$ cat src/hw/rtl/rutf8_pkg.sv
// Package for the restricted UTF-8 validator.
// Holds the decoder state type, the byte and code point limits and the reset state.
// No dependencies.
`timescale 1ns / 1ps

package rutf8_pkg;

   localparam int CP_W = 21;

   // Byte classes.
   localparam logic [7:0] ASCII_SPACE   = 8'h20;
   localparam logic [7:0] ASCII_DEL     = 8'h7f;
   localparam logic [7:0] ASCII_END     = 8'h80;
   localparam logic [7:0] LEAD2_MIN     = 8'hc2;
   localparam logic [7:0] LEAD2_MAX     = 8'hdf;
   localparam logic [7:0] LEAD3_MIN     = 8'he0;
   localparam logic [7:0] LEAD3_MAX     = 8'hef;
   localparam logic [7:0] LEAD4_MIN     = 8'hf0;
   localparam logic [7:0] LEAD4_MAX     = 8'hf4;
   localparam logic [7:0] CONT_MASK     = 8'hc0;
   localparam logic [7:0] CONT_TAG      = 8'h80;

   // Code point limits.
   localparam logic [CP_W-1:0] CP_C1_MIN   = 21'h00080;
   localparam logic [CP_W-1:0] CP_C1_MAX   = 21'h0009f;
   localparam logic [CP_W-1:0] CP_3B_MIN   = 21'h00800;
   localparam logic [CP_W-1:0] CP_SURR_MIN = 21'h0d800;
   localparam logic [CP_W-1:0] CP_SURR_MAX = 21'h0dfff;
   localparam logic [CP_W-1:0] CP_4B_MIN   = 21'h10000;
   localparam logic [CP_W-1:0] CP_MAX      = 21'h10ffff;

   // Sequence lengths.
   localparam logic [2:0] SEQ_LEN_1 = 3'd1;
   localparam logic [2:0] SEQ_LEN_2 = 3'd2;
   localparam logic [2:0] SEQ_LEN_3 = 3'd3;
   localparam logic [2:0] SEQ_LEN_4 = 3'd4;

   typedef struct packed {
      logic [1:0]      remaining;
      logic [2:0]      seq_len;
      logic [CP_W-1:0] code_point;
      logic            error_seen;
   } dec_state_type;

   localparam dec_state_type DEC_STATE_RESET = '{
      remaining:  2'd0,
      seq_len:    SEQ_LEN_1,
      code_point: '0,
      error_seen: 1'b0
   };

endpackage

$ cat src/hw/rtl/rutf8_step.sv
// One decode step of the restricted UTF-8 validator: current state and one byte in,
// next state and the verdict for a string ending on this byte out.
// Depends on rutf8_pkg.
`timescale 1ns / 1ps

module rutf8_step
   import rutf8_pkg::*;
(
   input  dec_state_type cur_state,
   input  logic [7:0]    byte_value,
   output dec_state_type nxt_state,
   output logic          text_ok
);

   logic [CP_W-1:0] cp_acc;
   logic [1:0]      rem_dec;
   logic            bad_3b;
   logic            bad_4b;
   logic            bad_c1;

   assign cp_acc  = {cur_state.code_point[CP_W-7:0], byte_value[5:0]};
   assign rem_dec = cur_state.remaining - 2'd1;

   // Range checks on a completed multi-byte sequence.
   assign bad_3b = (cur_state.seq_len == SEQ_LEN_3) &&
                   ((cp_acc < CP_3B_MIN) ||
                    ((cp_acc >= CP_SURR_MIN) && (cp_acc <= CP_SURR_MAX)));
   assign bad_4b = (cur_state.seq_len == SEQ_LEN_4) &&
                   ((cp_acc < CP_4B_MIN) || (cp_acc > CP_MAX));
   assign bad_c1 = (cp_acc >= CP_C1_MIN) && (cp_acc <= CP_C1_MAX);

   always_comb begin
      nxt_state = cur_state;
      if (cur_state.remaining == 2'd0) begin
         priority if (byte_value < ASCII_END) begin
            nxt_state.seq_len    = SEQ_LEN_1;
            nxt_state.code_point = {{(CP_W-8){1'b0}}, byte_value};
            if ((byte_value < ASCII_SPACE) || (byte_value == ASCII_DEL)) begin
               nxt_state.error_seen = 1'b1;
            end
         end else if ((byte_value >= LEAD2_MIN) && (byte_value <= LEAD2_MAX)) begin
            nxt_state.seq_len    = SEQ_LEN_2;
            nxt_state.remaining  = 2'd1;
            nxt_state.code_point = {{(CP_W-5){1'b0}}, byte_value[4:0]};
         end else if ((byte_value >= LEAD3_MIN) && (byte_value <= LEAD3_MAX)) begin
            nxt_state.seq_len    = SEQ_LEN_3;
            nxt_state.remaining  = 2'd2;
            nxt_state.code_point = {{(CP_W-4){1'b0}}, byte_value[3:0]};
         end else if ((byte_value >= LEAD4_MIN) && (byte_value <= LEAD4_MAX)) begin
            nxt_state.seq_len    = SEQ_LEN_4;
            nxt_state.remaining  = 2'd3;
            nxt_state.code_point = {{(CP_W-3){1'b0}}, byte_value[2:0]};
         end else begin
            nxt_state            = DEC_STATE_RESET;
            nxt_state.error_seen = 1'b1;
         end
      end else begin
         // A byte that is not a continuation is consumed as an error, not re-read as a lead.
         if ((byte_value & CONT_MASK) != CONT_TAG) begin
            nxt_state            = DEC_STATE_RESET;
            nxt_state.error_seen = 1'b1;
         end else begin
            nxt_state.code_point = cp_acc;
            nxt_state.remaining  = rem_dec;
            if ((rem_dec == 2'd0) && (bad_3b || bad_4b || bad_c1)) begin
               nxt_state            = DEC_STATE_RESET;
               nxt_state.error_seen = 1'b1;
            end
         end
      end
   end

   assign text_ok = !nxt_state.error_seen && (nxt_state.remaining == 2'd0);

endmodule

$ cat src/hw/rtl/restricted_utf8_validator.sv
// Top level of the restricted UTF-8 validator: input register, decode step, result register.
// Depends on rutf8_pkg and rutf8_step.
`timescale 1ns / 1ps

// Checks a text string that arrives one byte per transaction, the final byte flagged by
// req_is_last, and returns one verdict per string on rsp_text_valid (1 = valid UTF-8 with no
// control characters, C1 controls, overlongs, surrogates or code points above U+10FFFF).
// One byte is taken every cycle while the input is not stalled. A string's final byte passes from
// the input register through the decode step, which forms the verdict, into the result
// register. Only a final byte waits for a stalled result; other bytes keep flowing, so the
// input stalls only while a final byte sits behind a result that has not been taken.
module restricted_utf8_validator
   import rutf8_pkg::*;
(
   input  logic       clock,
   input  logic       reset,
   input  logic       req_valid,
   output logic       req_stall,
   input  logic [7:0] req_byte_value,
   input  logic       req_is_last,
   output logic       rsp_valid,
   input  logic       rsp_stall,
   output logic       rsp_text_valid
);

   logic          in_vld_ff;
   logic          in_vld_in;
   logic [7:0]    in_byte_ff;
   logic          in_last_ff;
   dec_state_type state_ff;
   dec_state_type state_in;
   dec_state_type step_state;
   logic          step_ok;
   logic          rsp_vld_ff;
   logic          rsp_vld_in;
   logic          rsp_text_ff;
   logic          out_free;
   logic          advance;
   logic          req_take;

   rutf8_step u_step (
      .cur_state  (state_ff),
      .byte_value (in_byte_ff),
      .nxt_state  (step_state),
      .text_ok    (step_ok)
   );

   assign out_free  = !rsp_vld_ff || !rsp_stall;
   assign advance   = in_vld_ff && (!in_last_ff || out_free);
   assign req_stall = in_vld_ff && !advance;
   assign req_take  = req_valid && !req_stall;

   always_comb begin
      in_vld_in = in_vld_ff;
      if (!req_stall) begin
         in_vld_in = req_valid;
      end
   end

   always_comb begin
      state_in = state_ff;
      if (advance) begin
         state_in = in_last_ff ? DEC_STATE_RESET : step_state;
      end
   end

   always_comb begin
      rsp_vld_in = rsp_vld_ff;
      if (advance && in_last_ff) begin
         rsp_vld_in = 1'b1;
      end else if (!rsp_stall) begin
         rsp_vld_in = 1'b0;
      end
   end

   always_ff @(posedge clock) begin
      if (reset) begin
         in_vld_ff  <= 1'b0;
         rsp_vld_ff <= 1'b0;
         state_ff   <= DEC_STATE_RESET;
      end else begin
         in_vld_ff  <= in_vld_in;
         rsp_vld_ff <= rsp_vld_in;
         state_ff   <= state_in;
      end
   end

   always_ff @(posedge clock) begin
      if (req_take) begin
         in_byte_ff <= req_byte_value;
         in_last_ff <= req_is_last;
      end
      if (advance && in_last_ff) begin
         rsp_text_ff <= step_ok;
      end
   end

   assign rsp_valid      = rsp_vld_ff;
   assign rsp_text_valid = rsp_text_ff;

endmodule

$ cat config.mk
export PLATFORM = sky130hd
export DESIGN_NAME = restricted_utf8_validator
export DESIGN_NICKNAME = d
export VERILOG_FILES = /design/src/hw/rtl/rutf8_pkg.sv /design/src/hw/rtl/rutf8_step.sv /design/src/hw/rtl/restricted_utf8_validator.sv
export SDC_FILE = /design/constraint.sdc
export NUM_CORES = 1
export LEC_CHECK = 0
export BUFFER_PORTS_ARGS = -buffer_cell sky130_fd_sc_hd__buf_4
export CAP_MARGIN = 0
export CORE_UTILIZATION = 51
export DETAILED_ROUTE_END_ITERATION = 12
export HOLD_SLACK_MARGIN = 0.02
export PLACE_DENSITY = 0.74
export SLEW_MARGIN = 25
export SYNTH_ARGS = -nofsm -noshare
export SYNTH_HDL_FRONTEND = slang
export SYNTH_SLANG_ARGS = --single-unit
$ cat constraint.sdc
create_clock -name clock -period 2 [get_ports clock]
set_input_delay 0.2 -clock clock [delete_from_list [all_inputs] [get_ports clock]]
set_output_delay 0.2 -clock clock [all_outputs]
set_load 0.03 [all_outputs]
### Word-level counts from Yosys, hierarchy flattened

Cells that the tools add are included.

* register bits after elaboration: 33
* bits of input ports: 13
* output and inout bits: 3
* logic and storage cells: 76

* $add $sub $neg: 1
* order comparisons: 15
* equality and inequality tests: 5
* mux-type cells: 15
* reductions and logical operators: 31

Operator list (count)
* $mux W27: 4
* $mux W26: 3
* $mux W25: 1
* $ge A8 B8 Y1 const B: 3
* $le A8 B8 Y1 const B: 3
* $ge A21 B16 Y1 const B: 1
* $ge A21 B8 Y1 const B: 1
* $gt A21 B21 Y1 const B: 1
* $le A21 B16 Y1 const B: 1
* $le A21 B8 Y1 const B: 1
* $lt A21 B12 Y1 const B: 1
* $lt A21 B17 Y1 const B: 1
* $logic_and A1 B1 Y1: 13
* $eq A8 B7 Y1 const B: 1
* $lt A8 B6 Y1 const B: 1
* $lt A8 B8 Y1 const B: 1
* $logic_or A1 B1 Y1: 7
* $logic_not A1 Y1: 6
* $logic_not A2 Y1: 3
* $mux W1: 6
* $reduce_bool A4 Y1: 1
* $eq A3 B2 Y1 const B: 1
* $eq A3 B3 Y1 const B: 1
* $mux W2: 1
* other kinds (4): 4

### Longest topological paths before layout

Gate-level depths: netlist (run 1).

* depth after elaboration: 12
* mapped depth: 8
* gate-level depth less buffers: 7

### By module

Synthesis (run 1) repeated with hierarchy kept, for this count alone.

* cells, all modules: 161
* area, all modules: 1823.0 um^2

Modules (own cells, without submodules)
* restricted_utf8_validator: instances 1, cells an instance 82, area an instance 1257.5 um^2, seq. area each 880.8 um^2
* rutf8_step: instances 1, cells an instance 79, area an instance 565.5 um^2, seq. area each 0.0 um^2

### Worst setup path after synthesis (run 1)

No wires, ideal clock.

* kind: register to register
* start: reg state_ff[11] in the netlist's numbering
* end: reg state_ff[6] in the netlist's numbering
* library setup time: 0.117 ns
* data arrival time: 1.761 ns
* required time: 1.883 ns
* slack: 0.122 ns
* stages on the path, launching flop included: 7
* path buffers: 1
* period minus slack after synthesis: 1.878 ns
* path through: dfxtp_1 or4_4 o311ai_4 o21bai_2 and2_4 buf_6 a32o_2

* cells in the longest elaborated chain, start to end: 11
* elaborated cells between the ends (all ways): 20
* classes of those cells: order compare: 7; mux: 4; reduce/logical: 9

RTL lines
* start: declaration: RTL line restricted_utf8_validator.sv:30 `dec_state_type state_ff;`
* start signal: assignment: RTL line restricted_utf8_validator.sv:84 `state_ff <= state_in;`
* $ge A21 B16 Y1 / $le A21 B16 Y1 (equally long branches): RTL line rutf8_step.sv:27 `((cp_acc >= CP_SURR_MIN) && (cp_acc <= CP_SURR_MAX)));`
* $logic_and A1 B1 Y1: RTL line rutf8_step.sv:27
* $logic_or A1 B1 Y1: RTL line rutf8_step.sv:26 `((cp_acc < CP_3B_MIN) ||`
* $logic_and A1 B1 Y1: RTL line rutf8_step.sv:25 `assign bad_3b = (cur_state.seq_len == SEQ_LEN_3) &&`
* $logic_or A1 B1 Y1: RTL line rutf8_step.sv:65 `if ((rem_dec == 2'd0) && (bad_3b || bad_4b || bad_c1)) begin`
* $logic_or A1 B1 Y1 (*): RTL line rutf8_step.sv:65
* $logic_and A1 B1 Y1 (*): RTL line rutf8_step.sv:65
* $mux W27 (*): RTL line rutf8_step.sv:65
* $mux W27 (*): RTL line rutf8_step.sv:59 `if ((byte_value & CONT_MASK) != CONT_TAG) begin`
* $mux W27 (*): RTL line rutf8_step.sv:34 `if (cur_state.remaining == 2'd0) begin`
* $mux W27 (*): RTL line restricted_utf8_validator.sv:63 `state_in = in_last_ff ? DEC_STATE_RESET : step_state;`

Every way passes the cells marked *; elsewhere a longest branch is shown, timed or not. The select of a mux whose other input is x is not followed.
A chain may end at the register's enable or synchronous reset.

### Worst setup path after layout (run 1)

* start: reg state_ff[11] in the netlist's numbering
* end: reg state_ff[24] in the netlist's numbering

* cells in the longest elaborated chain, start to end: 9
* elaborated cells between the ends (all ways): 18
* classes of those cells: order compare: 7; reduce/logical: 11

RTL lines (RTL line)
* $ge A21 B16 Y1 / $le A21 B16 Y1 (equally long branches): rutf8_step.sv:27
* $logic_and A1 B1 Y1: rutf8_step.sv:27
* $logic_or A1 B1 Y1: rutf8_step.sv:26
* $logic_and A1 B1 Y1: rutf8_step.sv:25
* $logic_or A1 B1 Y1: rutf8_step.sv:65
* $logic_or A1 B1 Y1 (*): rutf8_step.sv:65
* $logic_and A1 B1 Y1 (*): rutf8_step.sv:65
* $reduce_bool A4 Y1 (no line) (*)
* $reduce_and A2 Y1 (no line) (*)

Every way passes the cells marked *; elsewhere a longest branch is shown, timed or not.

==> results of run 1 <==
-- cells in the mapped netlist (all sizes together), types with 2 or more instances --
library cell	number
or4	2
clkbuf	6
nor3	5
o21ai	7
and2	2
ha	2
a31oi	2
inv	6
nand4	3
nor4	4
nand2	4
a21oi	6
nand2b	2
a32oi	9
edfxtp	10
a32o	6
nor2b	3
nor4bb	2
nor2	17
nand3	3
dfxtp	23
nor3b	3
-- metrics by stage --
stage	worst slack (ps)	total power, W	hold slack [ps]	util (%)
floorplan	122	0.000805	299	-
global placement	107	0.000854	379	60.8
detailed placement	69.7	0.000858	379	60.8
CTS	28.8	0.00134	20.6	63.9
global route	-36.9	0.00140	139	67.8
finish	39.8	0.00135	114	67.8
-- worst max-delay path: cells and delay by family, from the launching register on --
family	cells	cell delay (ps)
and+or+nand+nor	3	850
AOI/OAI and AO/OA	3	710
DFF	1	340
-- final cells by class --
type | count | area share, %
clock buffers | 6 | 2.21
clock inverters | 2 | 1.81
inverters | 6 | 1.20
multi-input cells | 97 | 36.7
flip-flops and latches | 33 | 40.8
well taps | 31 | 2.07
repair buffers | 35 | 15.3
-- where the power goes --
group	internal [W]	switching (W)	total, W
clock network	0.000260	0.000227	0.000487
registers	0.000709	0.0000158	0.000725
logic	0.0000658	0.0000707	0.000136
-- final timing paths --
path / to / slack, ps / cells after the start
setup / recovery: state_ff[24] / 40 / 6
hold / removal: in_vld_ff / 110 / 3
setup reg to reg: state_ff[24] / 40 / 6
hold reg to reg: state_ff[23] / 500 / 2
-- timing repair --
action                                 CTS  global route
resized for setup                        0             5
setup buffers                            0             1
setup endpoints to repair                0            16
endpoints found under the hold margin    1             8
hold buffers                             1             8
-- layer usage --
metal	track usage, %	part of all wire (%)
met1	26.3	39
met2	38.4	51
met3	9.30	8.0
met4	12.2	1.8
met5	0	0
-- cells by family after synthesis --
| logic type | after synthesis | share of synthesized area [%] |
|---|---|---|
| AND/OR/NAND/NOR | 52 | 19.5 |
| AO/OA/AOI/OAI | 43 | 23.8 |
| flip-flops | 33 | 51.2 |
| buffers and inverters | 13 | 3.79 |
| adder cells (fa/ha/maj) | 2 | 1.68 |
-- sequential cells by signal (all words and copies together), names as in the netlist --
name	cells
in_byte_ff	8
in_last_ff	1
in_vld_ff	1
rsp_valid	1
state_ff	21
rsp_text_valid	1
-- cells in the final DEF (no fill, tap or decap), types with 3 or more instances in the layout --
master,count
a32o_1,5
o21ai_0,6
nor4_1,3
dlygate4sd3_1,9
nand2_1,4
dfxtp_1,21
a21oi_1,6
edfxtp_1,10
inv_1,6
buf_4,26
nand3_1,3
nand4_1,3
nor2_1,17
nor2b_1,3
nor3_1,4
a32oi_1,9
clkbuf_4,5
==> flow_summary.json, run 1 <==
{
  "status": "finished, final reports clean",
  "clk_latency_ps": 340,
  "cp_max_fo": 4,
  "netlist.area_leader.share_pct": 31.0,
  "area_delta_synth_final_pct": 25.9,
  "finish.instance_area_sq_mm": 0.00187,
  "layout.cells.non_filler": 210,
  "async_flop_share_pct": 0,
  "setup_viol": 0,
  "vias": 1308,
  "clkTransAtPathRegs_ps": 100,
  "nNetsFinal": 193,
  "post_drt_wl_per_cell_um": 16.7,
  "die_w_um": 56.0,
  "path_cells": "or4_4 -> nand4_1 -> o21ai_2 -> o41a_1 -> nor3b_2 -> a41o_1",
  "ys_ff_latch": 33,
  "grt_max_degree": 19,
  "area.sequential_sq_um": 763,
  "hpwl_um": 2450,
  "grt_pass1_vias": 1215,
  "synth_area_leaders": "dfxtp_1 (31%), edfxtp_1 (20%), a32oi_1 (5.3%)",
  "hold_viol_final": 0,
  "cp-start-kind": "flip-flop",
  "multi_input_area_sq_um": 686,
  "htree_levels": 2,
  "die_h_um": 56.0,
  "cts_tree": "done",
  "io_pins": 16,
  "critical_path_class": "flip-flop to flip-flop",
  "dp.cells": 192,
  "min-delay-start": "req_valid",
  "drv_cap": 0,
  "r2r_start": "state_ff[11]",
  "die_area_sq_mm": 0.00313,
  "syn_nets": 158,
  "core_region_area_sq_mm": 0.00276,
  "hp-class": "primary input to flip-flop",
  "tns_ps": 0,
  "dr.first_iter.drc_count": 100,
  "fp-row-count": 19,
  "placed_area_sq_mm": 0.00168,
  "skew_ps": 1.66,
  "yosys.area.top_type": "dfxtp_1",
  "crit_start": "state_ff[11]",
  "clock_path_buffers": 2,
  "cp_data_required_time_ps": 2290,
  "seq_area_frac_synth_pct": 51.2,
  "gr-usage-all-layers_pct": 23.5,
  "leakage_nw": 0.717,
  "nFillCells": 209,
  "finalCriticalPeriod_ps": 1960,
  "via_per_inst": 6.23,
  "antenna_left": 0,
  "synth_edf_count": 10,
  "ys_types": 43,
  "start_util_pct": 53.9,
  "ys.flop_type": "dfxtp_1",
  "worst_pin_slew_ps": 565,
  "slowest_delay_ps": 550,
  "power_density_mw_per_mm2": 721,
  "post-route-period-util_pct": 98.0,
  "cts_root_buf": "clkbuf_4",
  "grt_remaining_overflow": 0,
  "cts-buffers-inserted": 5,
  "drive_gt1_share_pct": 24.0,
  "antenna_cells": 0,
  "gp_congestion": 0.945,
  "ys_warn_count": 0,
  "syn_inst": 143,
  "cp_slowest_cell": "or4_4",
  "antenna_found_initial": 0,
  "grt_first_pass_wirelength_um": 5490,
  "final_max_slew_viol_count": 0,
  "syn_area_per_cell_sq_um": 10.4,
  "clkSinkCount": 33,
  "clock.fmax_mhz": 510,
  "numPortBuffers": 15,
  "rsz0062_at_grt": "yes",
  "slew_headroom_pct": 62.2,
  "worstPathArrival_ps": 2250,
  "dr.pass1.iters": 4,
  "ir_worst_vdd_uv": 594,
  "wirelength_um": 3510,
  "syn_area_sq_mm": 0.00149,
  "crit_path_end_kind": "flip-flop",
  "drc": 0
}
(Power assumes the default switching activity.)
==> run 2: changes to the inputs <==
--- a/config.mk
+++ b/config.mk
@@ -6,11 +6,10 @@
 export NUM_CORES = 1
 export LEC_CHECK = 0
 export BUFFER_PORTS_ARGS = -buffer_cell sky130_fd_sc_hd__buf_4
-export CAP_MARGIN = 0
 export CORE_UTILIZATION = 51
 export DETAILED_ROUTE_END_ITERATION = 12
 export HOLD_SLACK_MARGIN = 0.02
-export PLACE_DENSITY = 0.74
+export PLACE_DENSITY_LB_ADDON = 0.05
 export SLEW_MARGIN = 25
 export SYNTH_ARGS = -nofsm -noshare
 export SYNTH_HDL_FRONTEND = slang
==> run 2 against run 1 <==
  * Design area down 4.3%
  * Non-clock buffer count down 9
  * Maximum frequency grew 1.4%
  * Register-to-register slack improved by 30 ps
  * Clock skew grew 8.5 ps
  * Combinational power fell by 10%
  * Sequential cell count stayed put
  * Via count down 2.9%
  * Clock power decreased by 2%
==> flow_summary.json, run 2 (synthesis results as in run 1) <==
{
  "drive_gt1_share_pct": 24.7,
  "cp_data_required_time_ps": 2070,
  "status": "finished, final reports clean",
  "worst_pin_slew_ps": 556,
  "hold_viol_final": 0,
  "mostFrequentLayoutCell": "buf_4",
  "start_util_pct": 53.9,
  "area_delta_synth_final_pct": 20.6,
  "final_max_slew_viol_count": 0,
  "crit_path_end_kind": "flip-flop",
  "cts_root_buf": "clkbuf_4",
  "power.internal_w": 0.00102,
  "antenna_found_initial": 0,
  "dr.first_iter.drc_count": 80,
  "vias": 1270,
  "clockPowerShare_pct": 35.9,
  "rsz0062_at_grt": "yes",
  "cts-buffers-inserted": 5,
  "worstPathArrival_ps": 2010,
  "reg_top3": "state_ff: 21 flops, in_byte_ff: 8 flops",
  "antenna_cells": 0,
  "slowest_delay_ps": 570,
  "clkTransAtPathRegs_ps": 100,
  "ir_worst_vdd_uv": 553,
  "htree_levels": 2,
  "slew_headroom_pct": 62.8,
  "cts_tree": "done",
  "die_area_sq_mm": 0.00313,
  "cts_hold_buf": 0,
  "numPortBuffers": 15,
  "top_register": "state_ff",
  "die_w_um": 56.0,
  "gp_congestion": 0.836,
  "antenna_left": 0,
  "power_density_mw_per_mm2": 742,
  "post_drt_wl_per_cell_um": 16.8,
  "cp_max_fo": 4,
  "drv_cap": 0,
  "clock.fmax_mhz": 518,
  "path_cells": "o21ai_0 -> nor4bb_1 -> buf_4 -> or4_4 -> nand3_1 -> nor3_1",
  "p_sw_share_pct": 22.8,
  "io_pins": 16,
  "grt_first_pass_wirelength_um": 5510,
  "core_region_area_sq_mm": 0.00276,
  "cp_slowest_cell": "or4_4",
  "p_switching_w": 0.000303,
  "drc": 0,
  "skew_ps": 10.1,
  "via_per_inst": 6.32,
  "grt_max_degree": 19,
  "setup_viol": 0,
  "grt_pass1_vias": 1227,
  "gr-usage-all-layers_pct": 23.2,
  "timing.final.ws_setup_ps": 67.7,
  "dpl_worst_slack_ps": 4.61,
  "largest_reg_flops": 21,
  "dp.cells": 189,
  "wirelength_um": 3370,
  "cp-start-kind": "flip-flop",
  "fp-row-count": 19,
  "leakage_nw": 0.679,
  "critical_path_class": "flip-flop to flip-flop",
  "layout.cells.non_filler": 201,
  "grt_remaining_overflow": 0,
  "clkSinkCount": 33,
  "final_cell_mix": "buf_4 (26), dfxtp_1 (23), nor2_1 (17)",
  "p_comb_share_pct": 9.2,
  "die_h_um": 56.0,
  "clock_path_buffers": 2,
  "nNetsFinal": 184,
  "sequentialPowerShare_pct": 54.9,
  "hpwl_um": 2410,
  "dr.pass1.iters": 4,
  "hp-class": "primary input to flip-flop",
  "finalCriticalPeriod_ps": 1930,
  "post-route-period-util_pct": 96.6,
  "clk_latency_ps": 330
}
-- run 2: changes by cell type in the layout (fill, tap and decap cells not counted) --
cell and delta:
dfxtp_1 +2, or4_4 +1, nor4_2 -1, dlygate4sd3_1 -9
nor4_4 +1, dfxtp_2 -2, or4_1 -1
-- run 2: final timing paths --
kind / start / end / slack (ps) / cells past startpoint
max: in_byte_ff[2] / rsp_text_valid / 70 / 6
min: req_byte_value[6] / in_byte_ff[6] / 40 / 1
max reg2reg: in_byte_ff[2] / rsp_text_valid / 70 / 6
min reg2reg: state_ff[0] / state_ff[0] / 500 / 1
-- run 2: layout make-up --
class	count	area [sq um]
flip-flops and latches	33	761
clock buffers	6	41.3
well taps	31	38.8
repair buffers	26	195
fillers	224	967
multi-input cells	97	698
inverters	6	22.5
clock inverters	2	33.8
-- run 2: layer usage --
metal  track usage [%]  up-vias  part of all wire, %
li1                  -      615                    -
met1              30.8      614                   46
met2              35.0       32                   47
met3              4.65        9                  3.6
met4              13.6        0                  2.6
met5                 0        -                    0
-- run 2: through the flow --
step / hold slack, ps / power (W) / util (%) / setup TNS [ps] / area (sq um)
detailed placement: 379 / 0.000853 / 60.0 / 0 / 1660
CTS: 35.0 / 0.00133 / 63.0 / 0 / 1740
finish: 43.0 / 0.00133 / 64.9 / 0 / 1790
floorplan: 299 / 0.000805 / - / 0 / 1490
global route: 18.1 / 0.00138 / 64.9 / -71.7 / 1790
global placement: 379 / 0.000849 / 60.0 / 0 / 1660
-- run 2: what timing repair did --
| item | in CTS | in global routing |
|---|---|---|
| pin swaps | 0 | 2 |
| endpoints found under the hold margin | 0 | 0 |
| resized for setup | 1 | 4 |
| setup buffers | 0 | 4 |
| endpoints found under the setup margin | 1 | 14 |
-- run 2: power groups by stage --
stage | logic, W | registers, W | clock network, W
detailed placement | 0.000111 | 0.000742 | 0
floorplan | 0.0000655 | 0.000740 | 0
CTS | 0.000111 | 0.000727 | 0.000486
finish | 0.000122 | 0.000729 | 0.000477
global placement | 0.000107 | 0.000742 | 0
global route | 0.000133 | 0.000731 | 0.000519
-- run 2: critical path, delay by kind of cell, from the launching register on --
kind	cells	cell delay (ps)
AND/OR/NAND/NOR	4	950
buffers and inverters	1	160
AO/OA/AOI/OAI	1	120
flip-flops	1	470
==> run 3: changes to the inputs <==
==> constraint.sdc (replaced) <==
create_clock -name clock -period 1.6 [get_ports clock]
set_input_delay 0.32 -clock clock [delete_from_list [all_inputs] [get_ports clock]]
set_output_delay 0.32 -clock clock [all_outputs]
set_load 0.03 [all_outputs]
==> run 3 against run 2 <==
  * The flow now finishes with violations (setup timing)
  * Largest cell class is now multi-input combinational cells
  * Clock power grew 26%
  * Die area unchanged
  * Power increased by 30%
  * Utilization grew 15 points
  * Sequential cell count unchanged
  * Sequential power grew 24%
  * Design area up 23%
  * Combinational power rose by 82%
  * Setup slack lost 430 ps
  * Critical path depth unchanged
  * Routed wire length rose by 21%
==> flow_summary.json, run 3 (synthesis results as in run 1) <==
{
  "leakage_nw": 0.912,
  "power.internal_w": 0.00131,
  "top_register": "state_ff",
  "p_sw_share_pct": 24.4,
  "min-delay-start": "req_byte_value[7]",
  "p_switching_w": 0.000422,
  "finish.instance_area_sq_mm": 0.00220,
  "dr.pass1.iters": 4,
  "die_h_um": 56.0,
  "cts_tree": "done",
  "status": "finished with violations",
  "largest_reg_flops": 21,
  "final_cell_mix": "buf_4 (57), dfxtp_1 (21), nor2_1 (17)",
  "numPortBuffers": 15,
  "tns_ps": -5720,
  "rsz0062_at_grt": "yes",
  "clkTransAtPathRegs_ps": 100,
  "r2r_start": "in_byte_ff[5]",
  "drc": 0,
  "p_total_w": 0.00173,
  "grt_first_pass_wirelength_um": 6480,
  "worst_hold_slack_ps": 147,
  "hp-class": "primary input to flip-flop",
  "wirelength_um": 4080,
  "grt_remaining_overflow": 0,
  "skew_ps": 7.43,
  "timing.final.ws_setup_ps": -358,
  "nNetsFinal": 217,
  "cp_data_required_time_ps": 1840,
  "area_delta_synth_final_pct": 47.9,
  "die_area_sq_mm": 0.00313,
  "power_density_mw_per_mm2": 787,
  "vias": 1453,
  "cts_hold_buf": 0,
  "gp_congestion": 0.890,
  "drive_gt1_share_pct": 47.3,
  "dr.first_iter.drc_count": 94,
  "antenna_cells": 0,
  "core_region_area_sq_mm": 0.00276,
  "sequentialPowerShare_pct": 52.4,
  "cts_root_buf": "clkbuf_4",
  "die_w_um": 56.0,
  "cts-buffers-inserted": 5,
  "hold_viol_final": 0,
  "clock_path_buffers": 2,
  "post_drt_wl_per_cell_um": 17.4,
  "cp_max_fo": 7,
  "io_pins": 16,
  "slew_headroom_pct": 75.2,
  "htree_levels": 2,
  "ir_worst_vdd_uv": 733,
  "crit_path_end_kind": "flip-flop",
  "final_max_slew_viol_count": 0,
  "reg_top3": "state_ff: 21 flops, in_byte_ff: 8 flops",
  "clkSinkCount": 33,
  "gr-usage-all-layers_pct": 27.6,
  "worstPathArrival_ps": 2200,
  "drv_cap": 0,
  "post-route-period-util_pct": 122,
  "grt_pass1_vias": 1367,
  "placed_area_sq_mm": 0.00191,
  "mostFrequentLayoutCell": "buf_4",
  "cp-start-kind": "flip-flop",
  "hpwl_um": 2830,
  "grt_max_degree": 19,
  "violations": "setup timing",
  "finalCriticalPeriod_ps": 1960,
  "worst_pin_slew_ps": 370,
  "antenna_left": 0,
  "via_per_inst": 6.21,
  "clk_latency_ps": 340,
  "crit_start": "in_byte_ff[5]",
  "critical_path_class": "flip-flop to flip-flop",
  "clock.fmax_mhz": 511,
  "antenna_found_initial": 0,
  "p_comb_share_pct": 12.9,
  "clockPowerShare_pct": 34.7,
  "setup_viol": 22,
  "start_util_pct": 53.9,
  "fp-row-count": 19
}
-- run 3: cell types whose count changed in the layout (fill, tap and decap cells not counted), sizes merged --
cell,change
buf,+33
clkbuf,+1
clkinvlp,+1
clkinv,-1
bufinv,-1
-- run 3: layout make-up --
cell class              count  area, sq um
clock buffers               7         76.3
clock inverters             1         7.51
fillers                   158          561
inverters                   6         22.5
multi-input cells          97          830
flip-flops and latches     33          763
well taps                  31         38.8
repair buffers             59          459
-- run 3: worst max-delay path: stages (launching register included) --
cell and delay (ps):
edfxtp_1 490, nor4_2 230, a31oi_2 160, o311ai_4 380, o21bai_2 150, and2_4 190
a32o_1 270
-- run 3: repair_timing --
item / 4_1_cts / 5_1_grt
pin swaps: 6 / 20
resized for setup: 12 / 17
endpoints found under the setup margin: 22 / 23
setup buffers: 1 / 4
-- run 3: path summary, 6_finish.rpt --
path         cells past startpoint  slack, ps       endpoint
min                              1        150  in_byte_ff[7]
min reg2reg                      2        520   state_ff[23]
max reg2reg                      6       -360    state_ff[4]
max                              6       -360    state_ff[4]
-- run 3: per-layer routing --
layer	vias to the layer above	global-route usage (%)	wire, um	part of all wire, %
li1	682	-	-	-
met1	704	36.4	1750	43
met2	52	42.5	2000	49
met3	15	6.98	192	4.7
met4	0	12.9	133	3.3
met5	-	0	0	0
-- run 3: power by group through the flow --
stage	Clock, W	Sequential (W)	Combinational, W
2_1_floorplan	0	0.000925	0.0000828
3_3_place_gp	0	0.000922	0.000181
4_1_cts	0.000609	0.000906	0.000201
6_report	0.000600	0.000906	0.000222
5_1_grt	0.000640	0.000910	0.000237
3_5_place_dp	0	0.000923	0.000186
-- run 3: through the flow --
step	utilization (%)	cells	setup WS, ps
floorplan	-	143	-256
global placement	69.4	221	-272
detailed placement	69.4	221	-336
CTS	75.0	230	-317
global route	79.7	234	-408
finish	79.7	234	-358
